===== config.mk =====
export PLATFORM = sky130hd
export DESIGN_NAME = led_region_compositor_serializer_top
export DESIGN_NICKNAME = d
export VERILOG_FILES = /design/src/hw/rtl/lrc_pkg.sv /design/src/hw/rtl/lrc_region_mem.sv /design/src/hw/rtl/lrc_serializer.sv /design/src/hw/rtl/led_region_compositor_serializer_top.sv
export SDC_FILE = /design/constraint.sdc
export NUM_CORES = 1
export LEC_CHECK = 0
export CORE_UTILIZATION = 60
export DETAILED_ROUTE_END_ITERATION = 8
export DONT_BUFFER_PORTS = 1
export PLACE_DENSITY_LB_ADDON = 0.25
export SETUP_SLACK_MARGIN = 0.15
export SLEW_MARGIN = 10
export SYNTH_ARGS = -nofsm -noshare
export SYNTH_HDL_FRONTEND = slang
export SYNTH_HIERARCHICAL = 1
export SYNTH_SLANG_ARGS = --single-unit

===== constraint.sdc =====
create_clock -name clk_i -period 7 [get_ports clk_i]
set_clock_uncertainty 0.15 [all_clocks]
set_input_delay 0.7 -clock clk_i [delete_from_list [all_inputs] [get_ports clk_i]]
set_output_delay 0.7 -clock clk_i [all_outputs]
set_load 0.1 [all_outputs]

===== src/hw/rtl/lrc_pkg.sv =====
// Shared types, codes and helper functions of the LED region compositor.
// No dependencies; used by every RTL module of the block.
package lrc_pkg;

  localparam int unsigned RegionSlotsDef = 16;
  localparam int unsigned SymbolCount    = 24;
  localparam int unsigned SymW           = 5;
  localparam logic [3:0]  AnyCoord       = 4'd8;

  localparam logic [7:0] OneHighRst  = 8'd58;
  localparam logic [7:0] OneLowRst   = 8'd20;
  localparam logic [7:0] ZeroHighRst = 8'd10;
  localparam logic [7:0] ZeroLowRst  = 8'd58;

  typedef enum logic [1:0] {
    REQ_ADD   = 2'd0,
    REQ_CLEAR = 2'd1,
    REQ_QUERY = 2'd2
  } req_e;

  typedef enum logic [1:0] {
    STAT_SYMBOL  = 2'd0,
    STAT_STORED  = 2'd1,
    STAT_FULL    = 2'd2,
    STAT_CLEARED = 2'd3
  } status_e;

  typedef enum logic [1:0] {
    CFG_ONE_HIGH  = 2'd0,
    CFG_ONE_LOW   = 2'd1,
    CFG_ZERO_HIGH = 2'd2,
    CFG_ZERO_LOW  = 2'd3
  } cfg_idx_e;

  typedef enum logic [1:0] {
    S_IDLE,
    S_SCAN,
    S_HAND
  } state_e;

  typedef struct packed {
    logic [3:0] sx;
    logic [3:0] sy;
    logic [3:0] ex;
    logic [3:0] ey;
    logic [7:0] green;
    logic [7:0] red;
    logic [7:0] blue;
  } region_t;

  typedef struct packed {
    logic [7:0] one_high;
    logic [7:0] one_low;
    logic [7:0] zero_high;
    logic [7:0] zero_low;
  } cfg_t;

  // One pending result handed from the control to the output stage.
  typedef struct packed {
    status_e     status;
    logic [23:0] word;
    logic        hit;
    logic [3:0]  row;
  } load_t;

  function automatic logic covers(region_t rg, logic [3:0] x, logic [3:0] y);
    logic row_ok;
    logic col_ok;
    row_ok = ((y >= rg.sy) && (y <= rg.ey)) || (rg.sy == AnyCoord);
    col_ok = ((x >= rg.sx) && (x <= rg.ex)) || (rg.sx == AnyCoord);
    return row_ok && col_ok;
  endfunction

endpackage


===== src/hw/rtl/lrc_region_mem.sv =====
// Region table storage: one write port, one read port with registered data.
// Depends on lrc_pkg for the region entry type.
module lrc_region_mem import lrc_pkg::*; #(
  parameter int unsigned Depth = RegionSlotsDef,
  parameter int unsigned IdxW  = 4
) (
  input  logic            clk_i,
  input  logic            we_i,
  input  logic [IdxW-1:0] waddr_i,
  input  region_t         wdata_i,
  input  logic            re_i,
  input  logic [IdxW-1:0] raddr_i,
  output region_t         rdata_o
);

  region_t mem_q [Depth];
  region_t rdata_q;

  always_ff @(posedge clk_i) begin
    if (we_i) begin
      mem_q[waddr_i] <= wdata_i;
    end
  end

  always_ff @(posedge clk_i) begin
    if (re_i) begin
      rdata_q <= mem_q[raddr_i];
    end
  end

  assign rdata_o = rdata_q;

endmodule


===== src/hw/rtl/lrc_serializer.sv =====
// Output stage: holds the current result and shifts a color word out as
// 24 bit symbols, most significant bit first. Depends on lrc_pkg.
module lrc_serializer import lrc_pkg::*; (
  input  logic       clk_i,
  input  logic       rst_ni,
  input  cfg_t       cfg_i,
  input  logic       load_valid_i,
  output logic       load_ready_o,
  input  load_t      load_i,
  output logic       out_valid_o,
  input  logic       out_ready_i,
  output logic [1:0] status_o,
  output logic       bit_value_o,
  output logic [7:0] high_time_o,
  output logic [7:0] low_time_o,
  output logic [3:0] row_o,
  output logic       region_hit_o,
  output logic       last_o
);

  logic            valid_q, valid_d;
  logic            last_q, last_d;
  status_e         status_q, status_d;
  logic            bit_q, bit_d;
  logic [3:0]      row_q, row_d;
  logic            hit_q, hit_d;
  logic [22:0]     shreg_q, shreg_d;
  logic [SymW-1:0] sym_q, sym_d;
  logic            fire;
  logic            is_sym;

  assign fire         = valid_q && out_ready_i;
  assign load_ready_o = !valid_q || (out_ready_i && last_q);

  always_comb begin
    valid_d  = valid_q;
    last_d   = last_q;
    status_d = status_q;
    bit_d    = bit_q;
    row_d    = row_q;
    hit_d    = hit_q;
    shreg_d  = shreg_q;
    sym_d    = sym_q;
    if (fire && !last_q) begin
      bit_d   = shreg_q[22];
      shreg_d = {shreg_q[21:0], 1'b0};
      sym_d   = sym_q + 1'b1;
      last_d  = (sym_q + 1'b1) == SymW'(SymbolCount - 1);
    end else if (load_valid_i && load_ready_o) begin
      valid_d  = 1'b1;
      status_d = load_i.status;
      sym_d    = '0;
      if (load_i.status == STAT_SYMBOL) begin
        bit_d   = load_i.word[23];
        shreg_d = load_i.word[22:0];
        row_d   = load_i.row;
        hit_d   = load_i.hit;
        last_d  = 1'b0;
      end else begin
        bit_d   = 1'b0;
        shreg_d = '0;
        row_d   = '0;
        hit_d   = 1'b0;
        last_d  = 1'b1;
      end
    end else if (fire) begin
      valid_d = 1'b0;
    end
  end

  always_ff @(posedge clk_i or negedge rst_ni) begin
    if (!rst_ni) begin
      valid_q <= 1'b0;
      last_q  <= 1'b0;
      sym_q   <= '0;
    end else begin
      valid_q <= valid_d;
      last_q  <= last_d;
      sym_q   <= sym_d;
    end
  end

  always_ff @(posedge clk_i) begin
    status_q <= status_d;
    bit_q    <= bit_d;
    row_q    <= row_d;
    hit_q    <= hit_d;
    shreg_q  <= shreg_d;
  end

  // Live durations; the user must change them only while idle (not enforced).
  assign is_sym       = (status_q == STAT_SYMBOL);
  assign out_valid_o  = valid_q;
  assign status_o     = status_q;
  assign bit_value_o  = bit_q;
  assign high_time_o  = !is_sym ? 8'd0 : (bit_q ? cfg_i.one_high : cfg_i.zero_high);
  assign low_time_o   = !is_sym ? 8'd0 : (bit_q ? cfg_i.one_low : cfg_i.zero_low);
  assign row_o        = row_q;
  assign region_hit_o = hit_q;
  assign last_o       = last_q;

endmodule


===== src/hw/rtl/led_region_compositor_serializer_top.sv =====
// Top level of the LED region compositor and bit-symbol serializer.
// Depends on lrc_pkg, lrc_region_mem and lrc_serializer.
//
// Usage: requests arrive on the in_* channel and results leave on the out_*
// channel, both valid/ready; a transfer happens on a clock edge with valid
// and ready high. Configuration registers (line durations) are written
// through cfg_we_i/cfg_idx_i/cfg_wdata_i and take effect at once.
// An add request stores a region in the table memory and answers with one
// result (stored, or table full once REGION_SLOTS regions are held). A clear
// request empties the table and answers with one result. A query reads the
// table one entry per cycle in insertion order, stopping at the first region
// covering the pixel, then sends 24 bit symbols, green, red, blue, MSB first.
// Flow: an add or clear result is registered as the pending result and moves
// to the output register, raising out_valid_o, once that register is free. A
// query first reads N entries (zero on an empty table, at most REGION_SLOTS)
// and hands on its result alike; symbols go out one per cycle unless stalled.
// The next request is taken once the previous result is handed to the output
// register, so a new table scan overlaps with symbols still going out.
// Reset empties the table and loads the default durations. When the receiver
// stalls, the output holds its result and the block stops at the hand-off.
module led_region_compositor_serializer_top import lrc_pkg::*; #(
  parameter int unsigned REGION_SLOTS = RegionSlotsDef
) (
  input  logic       clk_i,
  input  logic       rst_ni,
  input  logic       cfg_we_i,
  input  logic [1:0] cfg_idx_i,
  input  logic [7:0] cfg_wdata_i,
  input  logic       in_valid_i,
  output logic       in_ready_o,
  input  logic [1:0] req_type_i,
  input  logic [3:0] start_x_i,
  input  logic [3:0] start_y_i,
  input  logic [3:0] end_x_i,
  input  logic [3:0] end_y_i,
  input  logic [7:0] green_i,
  input  logic [7:0] red_i,
  input  logic [7:0] blue_i,
  input  logic [3:0] pixel_x_i,
  input  logic [3:0] pixel_y_i,
  output logic       out_valid_o,
  input  logic       out_ready_i,
  output logic [1:0] status_o,
  output logic       bit_value_o,
  output logic [7:0] high_time_o,
  output logic [7:0] low_time_o,
  output logic [3:0] row_o,
  output logic       region_hit_o,
  output logic       last_o
);

  localparam int unsigned CntW = $clog2(REGION_SLOTS + 1);
  localparam int unsigned IdxW = (REGION_SLOTS > 1) ? $clog2(REGION_SLOTS) : 1;

  cfg_t cfg_q;

  always_ff @(posedge clk_i or negedge rst_ni) begin
    if (!rst_ni) begin
      cfg_q <= '{one_high: OneHighRst, one_low: OneLowRst,
                 zero_high: ZeroHighRst, zero_low: ZeroLowRst};
    end else if (cfg_we_i) begin
      case (cfg_idx_e'(cfg_idx_i))
        CFG_ONE_HIGH:  cfg_q.one_high  <= cfg_wdata_i;
        CFG_ONE_LOW:   cfg_q.one_low   <= cfg_wdata_i;
        CFG_ZERO_HIGH: cfg_q.zero_high <= cfg_wdata_i;
        CFG_ZERO_LOW:  cfg_q.zero_low  <= cfg_wdata_i;
        default: ;
      endcase
    end
  end

  state_e          state_q, state_d;
  logic [CntW-1:0] count_q, count_d;
  logic [CntW-1:0] chk_q, chk_d;
  logic [CntW-1:0] chk_nxt;
  logic [3:0]      px_q, px_d;
  logic [3:0]      py_q, py_d;
  load_t           pend_q, pend_d;

  logic            mem_we;
  logic            mem_re;
  logic [IdxW-1:0] mem_raddr;
  region_t         mem_wdata;
  region_t         mem_rdata;
  logic            load_ready;
  logic            accept;

  assign accept    = in_valid_i && in_ready_o;
  assign chk_nxt   = chk_q + 1'b1;
  assign mem_wdata = '{sx: start_x_i, sy: start_y_i, ex: end_x_i, ey: end_y_i,
                       green: green_i, red: red_i, blue: blue_i};

  // The FSM serializes table accesses: writes happen only on an idle add, reads
  // only on a query start or its scan, so no entry is read and written together.
  always_comb begin
    state_d    = state_q;
    count_d    = count_q;
    chk_d      = chk_q;
    px_d       = px_q;
    py_d       = py_q;
    pend_d     = pend_q;
    mem_we     = 1'b0;
    mem_re     = 1'b0;
    mem_raddr  = '0;
    in_ready_o = 1'b0;
    case (state_q)
      S_IDLE: begin
        in_ready_o = 1'b1;
        if (accept) begin
          pend_d = '{status: STAT_SYMBOL, word: '0, hit: 1'b0, row: '0};
          case (req_e'(req_type_i))
            REQ_ADD: begin
              if (count_q < CntW'(REGION_SLOTS)) begin
                mem_we        = 1'b1;
                count_d       = count_q + 1'b1;
                pend_d.status = STAT_STORED;
              end else begin
                pend_d.status = STAT_FULL;
              end
              state_d = S_HAND;
            end
            REQ_CLEAR: begin
              count_d       = '0;
              pend_d.status = STAT_CLEARED;
              state_d       = S_HAND;
            end
            REQ_QUERY: begin
              px_d       = pixel_x_i;
              py_d       = pixel_y_i;
              pend_d.row = pixel_y_i;
              chk_d      = '0;
              if (count_q == '0) begin
                state_d = S_HAND;
              end else begin
                mem_re  = 1'b1;
                state_d = S_SCAN;
              end
            end
            default: ;
          endcase
        end
      end
      S_SCAN: begin
        // Read data belongs to entry chk_q; prefetch the next entry meanwhile.
        mem_re    = 1'b1;
        mem_raddr = chk_nxt[IdxW-1:0];
        if (covers(mem_rdata, px_q, py_q)) begin
          pend_d.word = {mem_rdata.green, mem_rdata.red, mem_rdata.blue};
          pend_d.hit  = 1'b1;
          state_d     = S_HAND;
        end else if (chk_nxt == count_q) begin
          state_d = S_HAND;
        end else begin
          chk_d = chk_nxt;
        end
      end
      S_HAND: begin
        if (load_ready) begin
          state_d = S_IDLE;
        end
      end
      default: state_d = S_IDLE;
    endcase
  end

  always_ff @(posedge clk_i or negedge rst_ni) begin
    if (!rst_ni) begin
      state_q <= S_IDLE;
      count_q <= '0;
      chk_q   <= '0;
    end else begin
      state_q <= state_d;
      count_q <= count_d;
      chk_q   <= chk_d;
    end
  end

  always_ff @(posedge clk_i) begin
    px_q   <= px_d;
    py_q   <= py_d;
    pend_q <= pend_d;
  end

  lrc_region_mem #(
    .Depth (REGION_SLOTS),
    .IdxW  (IdxW)
  ) u_region_mem (
    .clk_i   (clk_i),
    .we_i    (mem_we),
    .waddr_i (count_q[IdxW-1:0]),
    .wdata_i (mem_wdata),
    .re_i    (mem_re),
    .raddr_i (mem_raddr),
    .rdata_o (mem_rdata)
  );

  lrc_serializer u_serializer (
    .clk_i        (clk_i),
    .rst_ni       (rst_ni),
    .cfg_i        (cfg_q),
    .load_valid_i (state_q == S_HAND),
    .load_ready_o (load_ready),
    .load_i       (pend_q),
    .out_valid_o  (out_valid_o),
    .out_ready_i  (out_ready_i),
    .status_o     (status_o),
    .bit_value_o  (bit_value_o),
    .high_time_o  (high_time_o),
    .low_time_o   (low_time_o),
    .row_o        (row_o),
    .region_hit_o (region_hit_o),
    .last_o       (last_o)
  );

endmodule


After elaboration in Yosys (flattened, before gate mapping)
Memory sizes are Yosys's and may differ from the RTL's. A register that Yosys moved wholly into a read port is not among the register bits.
Index checks and enable logic that the tools add are counted.
{"block": "op_classes", "n_addsub": 3, "order_cmp": 5, "eq_ne": 20, "mux": 49, "bitwise_logic": 1, "reduce_logical": 36}
{"op": "23-bit 2-to-1 mux", "n": 3}
{"op": "25-bit one-hot mux with 2 select lines", "n": 1}
{"op": "5-bit 2-to-1 mux", "n": 7}
{"op": "8-bit 2-to-1 mux", "n": 4}
{"op": "29-bit 2-to-1 mux", "n": 1}
{"op": "25-bit 2-to-1 mux", "n": 1}
{"op": "5-bit one-hot mux with 2 select lines", "n": 2}
{"op": "1-bit 2-to-1 mux", "n": 18}
{"op": "5-bit by 1-bit adder with 5-bit output (second input constant)", "n": 3}
{"op": "2-bit AND reduction", "n": 7}
{"op": "2-bit 2-to-1 mux", "n": 6}
{"op": "2-bit != test (second input constant)", "n": 6}
{"op": "2-bit logical NOT", "n": 5}
{"op": "2-bit == test (second input constant)", "n": 4}
{"op": "4-bit == test (second input constant)", "n": 2}
{"op": "4-bit greater-or-equal comparator", "n": 2}
{"op": "4-bit less-or-equal comparator", "n": 2}
{"op": "1-bit logical AND", "n": 8}
{"op": "4-bit 2-to-1 mux", "n": 2}
{"op": "2-bit one-hot mux with 2 select lines", "n": 2}
{"op": "4-bit AND reduction", "n": 2}
{"op": "2-bit nonzero test", "n": 4}
{"op": "2-bit by 1-bit == test with 1-bit output (second input constant)", "n": 3}
{"op": "2-bit one-hot mux with 3 select lines", "n": 1}
{"op": "14 further kinds", "n": 18}
{"block": "totals", "reg_bits": 121, "mem_bits_rw": 640, "out_inout_bits": 27, "n_memories": 1}
{"name": "u_region_mem.mem_q", "depth": 16, "word_bits": 40, "rd": 1, "rd_ports_with_merged_regs": 1, "wr": 1, "line": "lrc_region_mem.sv:16", "source": "region_t mem_q [Depth];"}

Depth between registers and ports, before layout
{"block": "logic_depth", "depth_word": 7, "depth_mapped": 10}

Cells and area by module
The synthesis kept the hierarchy.
{"module": "lrc_region_mem", "instances": 1, "cells_per_inst": 1040, "area_per_inst_um2": 25532.0}
{"module": "led_region_compositor_serializer_top", "instances": 1, "cells_per_inst": 292, "area_per_inst_um2": 3804.9}
{"module": "lrc_serializer", "instances": 1, "cells_per_inst": 148, "area_per_inst_um2": 1899.3}

Worst setup path before layout
No wires, ideal clock.
{"block": "synth_path", "path_type": "register -> register", "startpoint": "register state_q[1]", "endpoint": "memory u_region_mem/mem_q[0][0] in the netlist's numbering (enable)", "t_arrival_ns": 6.092, "slack_ns": 0.271, "stages_incl_launch_ff": 8, "n_path_buf": 1, "path_cell_list": "dfrtp_1 -> nor2_1 -> nand2_1 -> or2_2 -> clkbuf_1 -> nor3_1 -> or3b_2 -> nor3_1"}
{"block": "synth_via", "elab_chain_len": 7}
{"element": "start, declared", "line": "led_region_compositor_serializer_top.sv:72", "source": "state_e state_q, state_d;"}
{"element": "start signal, assigned", "line": "led_region_compositor_serializer_top.sv:172", "source": "state_q <= state_d;"}
{"element": "2-bit logical NOT", "line": "led_region_compositor_serializer_top.sv:106", "source": "case (state_q)"}
{"element": "1-bit 2-to-1 mux", "line": "led_region_compositor_serializer_top.sv:106"}
{"element": "named net in_ready_o", "line": "led_region_compositor_serializer_top.sv:30", "source": "output logic in_ready_o,"}
{"element": "1-bit logical AND", "line": "led_region_compositor_serializer_top.sv:88", "source": "assign accept = in_valid_i && in_ready_o;"}
{"element": "1-bit 2-to-1 mux", "line": "led_region_compositor_serializer_top.sv:109", "source": "if (accept) begin"}
{"element": "1-bit 2-to-1 mux", "line": "led_region_compositor_serializer_top.sv:106"}
{"element": "named net mem_we", "line": "led_region_compositor_serializer_top.sv:80", "source": "logic mem_we;"}
{"element": "1-bit 2-to-1 mux", "line": "lrc_region_mem.sv:20", "source": "if (we_i) begin"}
{"element": "1-bit 2-to-1 mux (implied by the code)", "line": "lrc_region_mem.sv:21", "source": "mem_q[waddr_i] <= wdata_i;"}
{"element": "end, declared", "line": "lrc_region_mem.sv:16"}
The timed path passes the listed nets, and every way through them passes these cells.

Worst setup path in the final report
{"block": "layout_path", "startpoint": "register state_q[1]", "endpoint": "register, netlist name u_region_mem/rdata_o[7]"}
{"block": "layout_via", "elab_chain_len": 5, "elab_cells_between_ends": 7}
{"element": "2-bit logical NOT", "line": "led_region_compositor_serializer_top.sv:106"}
{"element": "1-bit 2-to-1 mux", "line": "led_region_compositor_serializer_top.sv:106"}
{"element": "1-bit logical AND", "line": "led_region_compositor_serializer_top.sv:88"}
{"element": "1-bit 2-to-1 mux", "line": "led_region_compositor_serializer_top.sv:109"}
{"element": "1-bit one-hot mux with 2 select lines", "line": "led_region_compositor_serializer_top.sv:106"}
Several ways; a longest one is shown, not always the timed one.
A chain may end at the register's enable or synchronous reset.

==> impl_results.md <==
* CP Buf/Inv Count at 2
* Post-DP HPWL at 33500 um
* NetSw at 3.22 mW
* Gr busiest metal: met2
* Post-synthesis mux area share at ~14%
* Final WL at about 63000 um
* Number of synthesized register bits at 801
* Final RePlAce weighted congestion at between 0.7 and 0.8
* Worst reg2reg path depth at 7
* Flop pwr share at between 40% and 50%
* Ys async rst share at 6.37%
* Met1 Track Usage GR at between 30 and 40%
* Pwr dens at between 300 and 400 nW/um^2
* Setup bufs post-CTS at 0
* Crit path DAT at 4410 ps
* Most common cell after layout, fill and taps aside: edfxtp_1
* Initial DRC Count at about 1300
* DR vias at around 15000
* Largest net degree at the start of global routing at between 100 and 150
* Final Setup Violations at 0
* Status: complete, no violations
* Clock Path Buffers at 3
* Final max-slew violation count at 0
* DR pass1 iterations at 5
* Skew-Pair Late Insertion Delay at between 600 and 700 ps
* Max_slew headroom at 18.1%
* Post-synthesis cell type count at between 50 and 60
* Worst VDD drop at roughly 0.33 mV
* DP Area at 32100 sq um
* Clock buffer count from CTS at slightly below 80
* Post-synthesis sequential area ratio at 76.2%
* Slew at the pin with the worst max-slew slack at around 1200 ps
* Layout area overhead at 12.6%
* Slowest stage cell, crit path: and2_4
* Critical Path Max Stage Delay at about 830 ps
* Critical Path Fanout Max at 108
* Crit-path cells: nand2b_1 -> inv_1 -> and2_4 -> buf_12 -> mux4_2 -> a22oi_1 -> nand2_1
* CTS Root Cell: clkbuf_16
* IO Port Bufs at 0
* Initial antenna violation count at 1
* Vias per inst at 6.39
* CP top delay family: simple AND/OR/NAND/NOR gates
* Fin Setup TNS at 0 ps
* CTS sink count at ~800
* Gate power share at 17.1%
* Setup crit start kind: flip-flop
* Die H at approximately 230 um
* Internal power at about 9.1 mW
* Worst Hold Class: in -> reg
* Vias in the first global route at roughly 15000
* Hold Crit Depth at 0
* FMAX at between 200 and 250 MHz
* Primary FF master, synth: edfxtp_1
* Gates resized, CTS repair at 0
* Final Hold Viols at 0
* CTS HTree Levels at 3
* Fillers at 3175
* Remaining Overflow, GRT at 0
* Critical path depth in cells at 7
* Netlist Area Pre-Place at roughly 31000 sq um
* Clock power frac at around 34%
* Compound-Gate Fraction of Synth Area at under 10%
* Final #Nets at 1659
* Worst Setup End Kind: flip-flop
* Clock transition at path regs at roughly 60 ps
* Largest family of logic cells by synthesized area: multiplexers
* Tot GR Track Use at between 20% and 30%
* Post-synth EDFFs at 749
* Most frequent cells in the layout: edfxtp_1, mux4_2, clkbuf_16
* Switching share of power at 26.2%
* Synth Area in XOR/XNOR at less than 1%
* # DRC at 0
* DR WL/cell at 27.2 um
* Share of cells above drive strength 1 at about a fifth
* Leakage at between 10 and 15 nW
* Critical Setup Path Class: reg -> reg
* Fin area at approximately 35000 sq um
* WP data required at about 7200 ps
* Initial Util at between 60% and 70%
* Warnings, synthesis at 6
* IO Count at 92
* CTS tree: done
* Average size of a mapped cell at between 20 and 25 sq um
* Synth Area in Simple Gates at roughly 3.2%
* Die X at roughly 230 um
* FP Rows at 83
* Syn Inst Count at roughly 1500
* Full die area at between 50000 and 60000 sq um
* Fin crit share at around three fifths
* Post-synthesis adder-cell area fraction at 0.841%
* ANT nets after route at 0
* Global-route wire length before repair at between 90000 and 100000 um
* Core Area at about 51000 sq um
* Max Cap Viol at 0
* Final Power at 12.3 mW
* Met2 Usage GRT at 38.8%
* Syn nets at ~1600
* Met3 GRT Util at approximately 4.2%
* RSZ-0062 raised after global routing: no
* Post-layout min period at roughly 4200 ps
==> metal layers <==
metal,vias up,wire [um]
li1,6331,-
met1,7779,26700
met2,588,30500
met3,103,4400
met4,0,1340
met5,-,0
==> synth_stat cells, types with 11 or more instances <==
| cell | instances | area share, % |
|---|---|---|
| nor2_1 | 40 | 0.48 |
| mux2i_1 | 16 | 0.51 |
| ha_1 | 21 | 0.84 |
| a22o_1 | 25 | 0.70 |
| and2_1 | 40 | 0.80 |
| edfxtp_1 | 749 | 72 |
| mux4_2 | 100 | 7.2 |
| inv_1 | 24 | 0.29 |
| nand2_1 | 55 | 0.66 |
| mux4_1 | 60 | 5.0 |
| dfstp_2 | 12 | 1.0 |
| nor2b_1 | 13 | 0.26 |
| dfrtp_1 | 39 | 3.1 |
| clkbuf_1 | 34 | 0.41 |
| buf_2 | 18 | 0.29 |
| o21ai_0 | 14 | 0.22 |
| buf_12 | 11 | 0.70 |
| a22oi_1 | 80 | 1.9 |
| mux2_2 | 34 | 1.2 |
==> final timing paths <==
kind	from	end	slack [ps]
min in group asynchronous	rst_ni	count_q[4]	450
max	state_q[1]	u_region_mem/rdata_o[7]	2790
max reg2reg	state_q[1]	u_region_mem/rdata_o[7]	2790
min reg2reg	u_serializer/shreg_q[0]	u_serializer/shreg_q[0]	340
max in group asynchronous	rst_ni	cfg_q[1]	5940
min	blue_i[0]	u_region_mem/mem_q[2][0]	30
==> power by group through the flow <==
stage	Sequential [mW]	Combinational, mW	Clock (mW)
4_1_cts	6.01	2.13	4.24
3_3_place_gp	6.09	2.01	0
2_1_floorplan	6.02	1.77	0
5_1_grt	6.04	2.27	4.41
3_5_place_dp	6.10	2.05	0
6_report	6.01	2.10	4.17
==> flip-flops by register name (all words and copies together), names as in the netlist <==
register	cells
u_region_mem/mem_q	640
u_serializer/row_o	4
py_q	4
u_serializer/status_o	2
u_serializer/last_o	1
px_q	4
u_serializer/shreg_q	23
u_serializer/out_valid_o	1
u_serializer/region_hit_o	1
state_q	2
cfg_q	32
chk_q	5
pend_q	31
u_serializer/sym_q	5
u_serializer/bit_value_o	1
count_q	5
u_region_mem/rdata_o	40
==> layout make-up <==
type | count | area [sq um] | share of cell area (%)
Antenna cell | 1 | 2.50 | 0.00711
Clock inverter | 43 | 454 | 1.29
Sequential cell | 801 | 23800 | 67.7
Multi-Input combinational cell | 587 | 7070 | 20.1
Inverter | 24 | 90.1 | 0.256
Clock buffer | 99 | 2100 | 5.98
Timing Repair Buffer | 81 | 803 | 2.28
Tap cell | 680 | 851 | 2.42
==> repair_timing <==
item / 4_1_cts / 5_1_grt
hold buffers: 53 / 0
setup endpoints to repair: 0 / 0
endpoints found under the hold margin: 574 / 0
==> per-stage QoR <==
step | hold slack [ps] | util [%] | std cells | setup WS, ps
floorplan | 254 | - | 1480 | 271
global placement | 255 | 62.4 | 2120 | 2850
detailed placement | 256 | 62.4 | 2120 | 2780
CTS | 0.0882 | 68.4 | 2315 | 2760
global route | 7.25 | 68.4 | 2315 | 2500
finish | 27.9 | 68.4 | 2316 | 2790
==> kinds of logic after synthesis <==
| logic type | after synthesis |
|---|---|
| flops | 801 |
| mux | 210 |
| simple gates | 195 |
| compound gates | 150 |
| buf+inv | 92 |
| fa+ha+maj | 21 |
| xor+xnor | 11 |
(Power assumes the default switching activity.)
